$ cat src/design/assert_macros.svh
// Shared assertion macros for the register file ALU.
// Every macro samples on clk and is quiet while rst is high.
`ifndef ASSERT_MACROS_SVH
`define ASSERT_MACROS_SVH

// Same-cycle implication.
`define CRIF_ASSERT_IMPLY(label, ante, cons) \
  label: assert property (@(posedge clk) disable iff (rst) (ante) |-> (cons)) \
    else $error("same-cycle check failed");

// Next-cycle implication.
`define CRIF_ASSERT_NEXT(label, ante, cons) \
  label: assert property (@(posedge clk) disable iff (rst) (ante) |=> (cons)) \
    else $error("next-cycle check failed");

`endif

$ cat src/design/crif_pkg.sv
package crif_pkg;

  localparam int unsigned DATA_W  = 32;
  localparam int unsigned IDX_W   = 4;
  localparam int unsigned DIV_STEPS = 32;
  localparam int unsigned CNT_W   = 5;

  localparam logic [1:0] KIND_LOAD   = 2'd0;
  localparam logic [1:0] KIND_STORE  = 2'd1;
  localparam logic [1:0] KIND_REGREG = 2'd2;
  localparam logic [1:0] KIND_REGIMM = 2'd3;

  localparam logic [1:0] OP_ADD = 2'd0;
  localparam logic [1:0] OP_SUB = 2'd1;
  localparam logic [1:0] OP_MUL = 2'd2;
  localparam logic [1:0] OP_DIV = 2'd3;

  localparam logic [1:0] SIZE_BYTE = 2'd0;
  localparam logic [1:0] SIZE_HALF = 2'd1;
  localparam logic [1:0] SIZE_WORD = 2'd2;

  typedef enum logic [2:0] {
    S_IDLE,
    S_READ_A,
    S_READ_B,
    S_OPER,
    S_EXEC,
    S_DIV,
    S_FINISH
  } crif_state_t;

  // Controller to datapath.
  typedef struct packed {
    logic capture;
    logic rd_first;
    logic rd_second;
    logic latch_a;
    logic latch_b;
    logic exec;
    logic div_step;
    logic finish;
  } crif_cmd_t;

  // Datapath to controller.
  typedef struct packed {
    logic div_go;
    logic div_done;
  } crif_sts_t;

  function automatic logic [DATA_W-1:0] size_mask(input logic [1:0] size);
    logic [DATA_W-1:0] m;
    m = '1;
    case (size)
      SIZE_BYTE: m = DATA_W'(32'h0000_00FF);
      SIZE_HALF: m = DATA_W'(32'h0000_FFFF);
      default:   m = '1;
    endcase
    return m;
  endfunction

  // Size code three reports as a word.
  function automatic logic [1:0] size_clip(input logic [1:0] size);
    logic [1:0] s;
    s = size;
    if (size == SIZE_BYTE || size == SIZE_HALF) begin
      s = size;
    end else begin
      s = SIZE_WORD;
    end
    return s;
  endfunction

endpackage

$ cat src/design/crif_ram.sv
module crif_ram #(
  parameter int unsigned WIDTH = 32,
  parameter int unsigned DEPTH = 16
) (
  input  logic                     clk,
  input  logic                     we,
  input  logic [$clog2(DEPTH)-1:0] waddr,
  input  logic [WIDTH-1:0]         wdata,
  input  logic                     re,
  input  logic [$clog2(DEPTH)-1:0] raddr,
  output logic [WIDTH-1:0]         rdata
);

  logic [WIDTH-1:0] mem [DEPTH];

  always_ff @(posedge clk) begin
    if (we) begin
      mem[waddr] <= wdata;
    end
    if (re) begin
      rdata <= mem[raddr];
    end
  end

endmodule

$ cat src/design/crif_ctrl.sv
`include "assert_macros.svh"

module crif_ctrl (
  input  logic               clk,
  input  logic               rst,
  input  logic               req_valid,
  output logic               req_stall,
  output logic               res_valid,
  input  logic               res_stall,
  input  crif_pkg::crif_sts_t sts,
  output crif_pkg::crif_cmd_t cmd
);

  crif_pkg::crif_state_t state;
  crif_pkg::crif_state_t state_next;
  logic                  out_free;

  assign out_free = !res_valid || !res_stall;

  always_ff @(posedge clk) begin
    if (rst) begin
      state <= crif_pkg::S_IDLE;
    end else begin
      state <= state_next;
    end
  end

  always_comb begin
    state_next = state;
    unique case (state)
      crif_pkg::S_IDLE: begin
        if (req_valid) state_next = crif_pkg::S_READ_A;
      end
      crif_pkg::S_READ_A: state_next = crif_pkg::S_READ_B;
      crif_pkg::S_READ_B: state_next = crif_pkg::S_OPER;
      crif_pkg::S_OPER:   state_next = crif_pkg::S_EXEC;
      crif_pkg::S_EXEC: begin
        state_next = sts.div_go ? crif_pkg::S_DIV : crif_pkg::S_FINISH;
      end
      crif_pkg::S_DIV: begin
        if (sts.div_done) state_next = crif_pkg::S_FINISH;
      end
      crif_pkg::S_FINISH: begin
        if (out_free) state_next = crif_pkg::S_IDLE;
      end
      default: state_next = crif_pkg::S_IDLE;
    endcase
  end

  always_comb begin
    cmd       = '0;
    req_stall = 1'b1;
    unique case (state)
      crif_pkg::S_IDLE: begin
        req_stall   = 1'b0;
        cmd.capture = req_valid;
      end
      crif_pkg::S_READ_A: cmd.rd_first = 1'b1;
      crif_pkg::S_READ_B: begin
        cmd.latch_a   = 1'b1;
        cmd.rd_second = 1'b1;
      end
      crif_pkg::S_OPER:   cmd.latch_b  = 1'b1;
      crif_pkg::S_EXEC:   cmd.exec     = 1'b1;
      crif_pkg::S_DIV:    cmd.div_step = 1'b1;
      crif_pkg::S_FINISH: cmd.finish   = out_free;
      default: cmd = '0;
    endcase
  end

  always_ff @(posedge clk) begin
    if (rst) begin
      res_valid <= 1'b0;
    end else if (cmd.finish) begin
      res_valid <= 1'b1;
    end else if (!res_stall) begin
      res_valid <= 1'b0;
    end
  end

  `CRIF_ASSERT_NEXT(a_accept_reads, req_valid && !req_stall, state == crif_pkg::S_READ_A)
  `CRIF_ASSERT_IMPLY(a_finish_free, cmd.finish, !res_valid || !res_stall)
  `CRIF_ASSERT_NEXT(a_div_ends, cmd.div_step && sts.div_done, state == crif_pkg::S_FINISH)
  `CRIF_ASSERT_NEXT(a_finish_shows, cmd.finish, res_valid && state == crif_pkg::S_IDLE)

endmodule

$ cat src/design/crif_dp.sv
module crif_dp #(
  parameter int unsigned REGISTER_COUNT = 16
) (
  input  logic                       clk,
  input  logic                       rst,
  input  crif_pkg::crif_cmd_t        cmd,
  output crif_pkg::crif_sts_t        sts,
  input  logic                       cfg_write_enable,
  input  logic                       cfg_write_data,
  input  logic [1:0]                 kind,
  input  logic [1:0]                 op,
  input  logic [1:0]                 access_size,
  input  logic [crif_pkg::IDX_W-1:0] first_index,
  input  logic [crif_pkg::IDX_W-1:0] second_index,
  input  logic [31:0]                operand_value,
  input  logic [31:0]                target_address,
  output logic                       store_valid,
  output logic [31:0]                store_address,
  output logic [31:0]                store_data,
  output logic [1:0]                 store_size,
  output logic [31:0]                written_value,
  output logic                       divide_by_zero
);

  localparam int unsigned AW = $clog2(REGISTER_COUNT);
  localparam int unsigned EW = crif_pkg::IDX_W + AW;

  function automatic logic in_range(input logic [crif_pkg::IDX_W-1:0] idx);
    logic [EW-1:0] ext;
    ext = {{AW{1'b0}}, idx};
    return ext < EW'(REGISTER_COUNT);
  endfunction

  function automatic logic [AW-1:0] bank_addr(input logic [crif_pkg::IDX_W-1:0] idx);
    logic [EW-1:0] ext;
    ext = {{AW{1'b0}}, idx};
    return ext[AW-1:0];
  endfunction

  logic [1:0]                 kind_q;
  logic [1:0]                 op_q;
  logic [1:0]                 size_q;
  logic [crif_pkg::IDX_W-1:0] first_q;
  logic [crif_pkg::IDX_W-1:0] second_q;
  logic [31:0]                operand_q;
  logic [31:0]                addr_q;
  logic [31:0]                a;
  logic [31:0]                b;
  logic [31:0]                res_val;
  logic                       dz_q;
  logic [31:0]                quo;
  logic [31:0]                rem;
  logic [crif_pkg::CNT_W-1:0] cnt;
  logic [REGISTER_COUNT-1:0]  vld;
  logic                       mwe;
  logic                       rd_ok;
  logic [31:0]                ram_q;
  logic [31:0]                word;
  logic                       arith;
  logic                       is_store;
  logic                       store_on;
  logic                       bank_we;
  logic [AW-1:0]              rd_addr;
  logic [32:0]                shifted;
  logic [32:0]                diff;
  logic [31:0]                quo_next;
  logic [31:0]                rem_next;

  assign arith    = (kind_q == crif_pkg::KIND_REGREG) || (kind_q == crif_pkg::KIND_REGIMM);
  assign is_store = kind_q == crif_pkg::KIND_STORE;
  assign store_on = is_store && mwe;
  assign word     = rd_ok ? ram_q : '0;
  assign rd_addr  = cmd.rd_first ? bank_addr(first_q) : bank_addr(second_q);
  assign bank_we  = cmd.finish && !is_store && in_range(first_q);

  assign sts.div_go   = arith && (op_q == crif_pkg::OP_DIV) && (b != '0);
  assign sts.div_done = cnt == '0;

  crif_ram #(
    .WIDTH (crif_pkg::DATA_W),
    .DEPTH (REGISTER_COUNT)
  ) u_bank (
    .clk   (clk),
    .we    (bank_we),
    .waddr (bank_addr(first_q)),
    .wdata (res_val),
    .re    (cmd.rd_first || cmd.rd_second),
    .raddr (rd_addr),
    .rdata (ram_q)
  );

  // Restoring divider, one quotient bit per step.
  assign shifted  = {rem, quo[31]};
  assign diff     = shifted - {1'b0, b};
  assign rem_next = diff[32] ? shifted[31:0] : diff[31:0];
  assign quo_next = {quo[30:0], !diff[32]};

  always_ff @(posedge clk) begin
    if (rst) begin
      vld <= '0;
      mwe <= 1'b0;
    end else begin
      if (cfg_write_enable) mwe <= cfg_write_data;
      if (bank_we) vld[bank_addr(first_q)] <= 1'b1;
    end
  end

  always_ff @(posedge clk) begin
    if (cmd.capture) begin
      kind_q    <= kind;
      op_q      <= op;
      size_q    <= access_size;
      first_q   <= first_index;
      second_q  <= second_index;
      operand_q <= operand_value;
      addr_q    <= target_address;
    end
    if (cmd.rd_first) rd_ok <= in_range(first_q) && vld[bank_addr(first_q)];
    if (cmd.rd_second) rd_ok <= in_range(second_q) && vld[bank_addr(second_q)];
    if (cmd.latch_a) a <= word;
    if (cmd.latch_b) b <= (kind_q == crif_pkg::KIND_REGREG) ? word : operand_q;
    if (cmd.exec) begin
      dz_q <= arith && (op_q == crif_pkg::OP_DIV) && (b == '0);
      quo  <= a;
      rem  <= '0;
      cnt  <= crif_pkg::CNT_W'(crif_pkg::DIV_STEPS - 1);
      if (kind_q == crif_pkg::KIND_LOAD) begin
        res_val <= operand_q & crif_pkg::size_mask(size_q);
      end else if (is_store) begin
        res_val <= '0;
      end else begin
        case (op_q)
          crif_pkg::OP_ADD: res_val <= a + b;
          crif_pkg::OP_SUB: res_val <= a - b;
          crif_pkg::OP_MUL: res_val <= a * b;
          default:          res_val <= '1;
        endcase
      end
    end
    if (cmd.div_step) begin
      quo <= quo_next;
      rem <= rem_next;
      cnt <= cnt - 1'b1;
      if (sts.div_done) res_val <= quo_next;
    end
    if (cmd.finish) begin
      store_valid    <= store_on;
      store_address  <= store_on ? addr_q : '0;
      store_data     <= store_on ? (a & crif_pkg::size_mask(size_q)) : '0;
      store_size     <= store_on ? crif_pkg::size_clip(size_q) : crif_pkg::SIZE_BYTE;
      written_value  <= res_val;
      divide_by_zero <= dz_q;
    end
  end

endmodule

$ cat src/design/code_register_file_integer_alu.sv
// Integer register file with a small ALU for code register instructions.
// Request channel: req_valid / req_stall carry kind, op, access_size,
// first_index, second_index, operand_value and target_address. A request
// is taken at a clock edge with req_valid high and req_stall low.
// Result channel: res_valid / res_stall carry one result per request
// (store_valid, store_address, store_data, store_size, written_value,
// divide_by_zero); it is taken when res_valid is high and res_stall low.
// Sequence: an accepted request steps through READ_A, READ_B, OPER, EXEC
// and FINISH; a divide with a nonzero divisor adds S_DIV after EXEC,
// where the restoring divider forms one quotient bit per cycle.
// One request is in flight at a time. The bank RAM has one read port, so
// the two reads go in separate states, READ_A and READ_B.
// The output register parts the channels: a new request is taken while a
// result still waits; a request that is done holds in its last step until
// the receiver frees the output register, and a stalled result holds.
// Reset (rst, synchronous) empties the pipeline, clears the bank through
// per-entry valid bits (no clearing pass) and disables memory writes.
// cfg_write_enable / cfg_write_data set the memory-write enable; write it
// only while no request is in flight.
module code_register_file_integer_alu #(
  parameter int unsigned REGISTER_COUNT = 16
) (
  input  logic        clk,
  input  logic        rst,
  input  logic        cfg_write_enable,
  input  logic        cfg_write_data,
  input  logic        req_valid,
  output logic        req_stall,
  input  logic [1:0]  kind,
  input  logic [1:0]  op,
  input  logic [1:0]  access_size,
  input  logic [3:0]  first_index,
  input  logic [3:0]  second_index,
  input  logic [31:0] operand_value,
  input  logic [31:0] target_address,
  output logic        res_valid,
  input  logic        res_stall,
  output logic        store_valid,
  output logic [31:0] store_address,
  output logic [31:0] store_data,
  output logic [1:0]  store_size,
  output logic [31:0] written_value,
  output logic        divide_by_zero
);

  crif_pkg::crif_cmd_t cmd;
  crif_pkg::crif_sts_t sts;

  // Sequence the request: read, operate, divide, deliver.
  crif_ctrl u_ctrl (
    .clk       (clk),
    .rst       (rst),
    .req_valid (req_valid),
    .req_stall (req_stall),
    .res_valid (res_valid),
    .res_stall (res_stall),
    .sts       (sts),
    .cmd       (cmd)
  );

  // Hold the bank, ALU, divider and result register.
  crif_dp #(
    .REGISTER_COUNT (REGISTER_COUNT)
  ) u_dp (
    .clk              (clk),
    .rst              (rst),
    .cmd              (cmd),
    .sts              (sts),
    .cfg_write_enable (cfg_write_enable),
    .cfg_write_data   (cfg_write_data),
    .kind             (kind),
    .op               (op),
    .access_size      (access_size),
    .first_index      (first_index),
    .second_index     (second_index),
    .operand_value    (operand_value),
    .target_address   (target_address),
    .store_valid      (store_valid),
    .store_address    (store_address),
    .store_data       (store_data),
    .store_size       (store_size),
    .written_value    (written_value),
    .divide_by_zero   (divide_by_zero)
  );

endmodule

$ cat config.mk
export PLATFORM = sky130hd
export DESIGN_NAME = code_register_file_integer_alu
export DESIGN_NICKNAME = d
export VERILOG_FILES = /design/src/design/crif_pkg.sv /design/src/design/crif_ram.sv /design/src/design/crif_ctrl.sv /design/src/design/crif_dp.sv /design/src/design/code_register_file_integer_alu.sv
export VERILOG_INCLUDE_DIRS = /design/src /design/src/design
export SDC_FILE = /design/constraint.sdc
export NUM_CORES = 2
export LEC_CHECK = 0
export BUFFER_PORTS_ARGS = -buffer_cell sky130_fd_sc_hd__buf_2
export CELL_PAD_IN_SITES_DETAIL_PLACEMENT = 0
export CELL_PAD_IN_SITES_GLOBAL_PLACEMENT = 1
export CORE_ASPECT_RATIO = 1.4
export CORE_MARGIN = 5
export CORE_UTILIZATION = 50
export CTS_CLUSTER_DIAMETER = 200
export DETAILED_ROUTE_END_ITERATION = 10
export PLACE_DENSITY = 0.87
export SLEW_MARGIN = 20
export SYNTH_ARGS = -nofsm -noshare
export SYNTH_HDL_FRONTEND = slang
export SYNTH_SLANG_ARGS = --single-unit
$ cat constraint.sdc
create_clock -name clk -period 9.1 [get_ports clk]
set_input_delay 1.365 -clock clk [delete_from_list [all_inputs] [get_ports clk]]
set_output_delay 1.365 -clock clk [all_outputs]
set_load 0.05 [all_outputs]
==> flow_metrics.env <==
export IMPL_outcome="completed"
export IMPL_avgSynthCellArea_um2=11.6
export IMPL_wirelength_met1_um=57000
export IMPL_clk_latency_ns=0.70
export IMPL_final_cell_mix="edfxtp_1 (857), nand2_1 (653), and2_1 (479), inv_1 (433), fa_1 (410)"
export IMPL_syn_inst=4717
export IMPL_drtIter0Drc=3555
export IMPL_dieHeight_um=402
export IMPL_path_delay_family="adder cells"
export IMPL_dieArea_um2=117000
export IMPL_crit_type="reg -> reg"
export IMPL_hp_start="u_dp.quo[5]"
export IMPL_top_layer_used="met5"
export IMPL_cp_common_cell="fa_1"
export IMPL_muxShareOfSynthArea_pct=1.75
export IMPL_synthTopCellsByArea="edfxtp_1 (47%), fa_1 (15%), and2_1 (5.5%), nand2_1 (4.5%), ha_1 (4.3%)"
export IMPL_synth_top_family_by_area="adder cells"
export IMPL_grt_first_pass_wirelength_um=232000
export IMPL_r2r_start="u_dp.b[8]"
export IMPL_h_tree_depth=3
export IMPL_nets=5484
export IMPL_area_growth_pct=10.2
export IMPL_timing_fmax_ghz=0.124
export IMPL_overflow=0
export IMPL_start_kind="register"
export IMPL_drt_first_pass_iters=8
export IMPL_clock_sinks=910
export IMPL_crit_buf_inv=3
export IMPL_dr_wl_met3_um=10600
export IMPL_rrSetupSlack_ns=1.05
export IMPL_final_common_cell="edfxtp_1"
export IMPL_cts_made_buffers=88
export IMPL_vias_per_cell=5.80
export IMPL_cts_hold_buf=0
export IMPL_clk_pin_slew_worst_paths_ns=0.07
export IMPL_synthXorXnorAreaFrac_pct=2.71
export IMPL_synthAdderAreaFrac_pct=19.3
export IMPL_grt_max_degree=220
export IMPL_grt_pass1_vias=37800
export IMPL_io_pins=186
export IMPL_wl_per_cell_um=24.6
export IMPL_max_stage_delay_ns=1.13
export IMPL_vias=36700
export IMPL_cts_setup_buffers=0
export IMPL_core_area_um2=109000
export IMPL_seq_area_frac_synth_pct=48.8
export IMPL_rr_worst_depth=22
export IMPL_path_cells="nand2_1, fa_1, inv_1, fa_1, fa_1, inv_1, fa_1, inv_1, fa_1, fa_1, fa_1, fa_1, ha_1, a211o_1, a211oi_1, a21oi_1, o31ai_1, a21oi_1, o22ai_1, xnor2_1, a21oi_1, o2bb2ai_1"
export IMPL_worstSetupEndpointType="register"
export IMPL_synth_cell_types=73
export IMPL_r2r_end="u_dp.res_val[31]"
export IMPL_synth_edf_count=857
export IMPL_synthSimpleGateAreaFrac_pct=13.2
export IMPL_totalWireLength_um=156000
export IMPL_setup_viol=0
export IMPL_path_depth=22
export IMPL_yosysTopAreaCellShare_pct=46.9
export IMPL_synth_nets=5400
export IMPL_crit_arrival_ns=8.62
export IMPL_synth_seq_cells=910
export IMPL_place_congestion=0.969
export IMPL_yosys_most_used_dff="edfxtp_1"
export IMPL_synth_area_um2=54900
export IMPL_crit_required_ns=9.67
export IMPL_hold_viol=0
export IMPL_rsz0062_at_grt="false"
export IMPL_finalClockSkew_ns=0.0383
export IMPL_dp_hpwl_um=107000
export IMPL_yosys_area_top_type="edfxtp_1"
export IMPL_port_buffer_count=185
export IMPL_cts_resized=0
export IMPL_synth_compound_area_share_pct=9.36
export IMPL_maxSlewHeadroom_pct=15.4
export IMPL_critPathMaxFanout=27
export IMPL_met2WireLength_um=78300
export IMPL_hp_class="reg -> reg"
export IMPL_track_usage_pct=26.2
export IMPL_tightest_slew_ns=1.27
export IMPL_crit_end="u_dp.res_val[31]"
export IMPL_yosys_warnings=0
export IMPL_final_antenna_net_count=0
export IMPL_die_x_um=290
export IMPL_final_period_utilization_pct=88.5
export IMPL_drive_gt1_share_pct=10.3
export IMPL_cpMaxStageDelayCell="edfxtp_1"
export IMPL_maxCapViolCount=0
export IMPL_std_cell_rows=143
export IMPL_slew_violations=0
export IMPL_antenna_found_initial=11
export IMPL_crit_path_start="u_dp.b[8]"
export IMPL_drc=0
export IMPL_tritoncts="done"
export IMPL_period_needed_ns=8.05
export IMPL_fin_tns_setup_ns=0
export IMPL_start_util_pct=50.5
export IMPL_clockBufferDepth=3
export IMPL_async_reset_ff_share_pct=0
export IMPL_ctsRootBufferMaster="clkbuf_16"
routing by layer:
metal	vias to the layer above	GRT usage, %
met3	406	3.97
met2	1503	45.5
met5	-	0
li1	16400	-
met4	4	14.6
met1	18500	31.3
layout make-up:
| cell class | instances | area [µm²] |
|---|---|---|
| Clock inverter | 52 | 642 |
| Timing Repair Buffer | 272 | 1640 |
| Tap cell | 1450 | 1810 |
| Fill cell | 9099 | 48300 |
| Clock buffer | 110 | 2350 |
| Inverter | 435 | 1630 |
| Antenna cell | 7 | 17.5 |
| Sequential cell | 910 | 26800 |
| Multi-Input combinational cell | 3094 | 25600 |
flip-flops by register name, summed over array words and instances (netlist names), 3 cells and up:
name,count
u_dp.vld,16
u_dp.b,32
u_dp.first_q,4
u_dp.a,32
u_dp.second_q,4
u_dp.operand_q,32
u_dp.res_val,32
u_dp.store_address,32
u_dp.rem,32
u_dp.u_bank.mem,512
u_dp.u_bank.rdata,32
u_ctrl.state,3
u_dp.quo,32
u_dp.store_data,32
u_dp.written_value,32
u_dp.addr_q,32
u_dp.cnt,5
worst min-delay path, stage by stage, from the launching register on:
cell      delay (ns)
edfxtp_1        0.35
nand2_1         0.05
o21ai_0         0.06
synthesized netlist by cell type, drive strengths merged, types with 9 or more instances:
| cell | n |
|---|---|
| dfxtp | 53 |
| clkbuf | 253 |
| fa | 410 |
| a21oi | 196 |
| o22ai | 13 |
| nor4 | 10 |
| xor2 | 29 |
| o21a | 21 |
| a211oi | 173 |
| and3 | 52 |
| mux4 | 10 |
| mux2i | 35 |
| inv | 433 |
| ha | 189 |
| xnor2 | 139 |
| o21bai | 9 |
| mux2 | 34 |
| nor3 | 28 |
| nand3 | 20 |
| nor2b | 14 |
| nand2b | 17 |
| buf | 25 |
| o221ai | 24 |
| edfxtp | 857 |
| nand2 | 654 |
| nor2 | 172 |
| and2 | 479 |
| or3 | 14 |
| a31oi | 78 |
| a311oi | 64 |
| o21ai | 79 |
| a21o | 43 |
cells by family (layout without fill, tap and decap cells):
kind of cell	count (synthesis)	after routing
and+or+nand+nor	1490	1490
DFF	910	910
AOI/OAI and AO/OA	758	758
buffers and inverters	713	869
adders and majority gates	599	599
xor gates and xnor gates	168	168
muxes	79	79
other	0	7
how the worst min path moves through the flow:
stage / cells past startpoint / endpoint
after floorplan: 0 / u_dp.divide_by_zero
after global placement: 2 / u_dp.res_val[5]
after detailed placement: 2 / u_dp.res_val[1]
after CTS: 2 / u_dp.res_val[6]
after global routing: 2 / u_dp.res_val[6]
final: 2 / u_dp.res_val[6]
stage by stage:
| stage | utilization, % | hold slack [ns] | cell area (µm²) | std cells | setup WS (ns) |
|---|---|---|---|---|---|
| final | 55.6 | 0.461 | 60500 | 6330 | 1.05 |
| after global routing | 55.6 | 0.517 | 60500 | 6328 | 0.730 |
| after floorplan | - | 0.400 | 54900 | 4717 | 2.18 |
| after detailed placement | 52.8 | 0.462 | 57400 | 6159 | 1.20 |
| after CTS | 55.6 | 0.440 | 60400 | 6321 | 1.12 |
| after global placement | 52.8 | 0.449 | 57400 | 6158 | 1.17 |
Power is not shown: default switching activity piles up to over one toggle a cycle in this logic, so the estimate is an artifact.
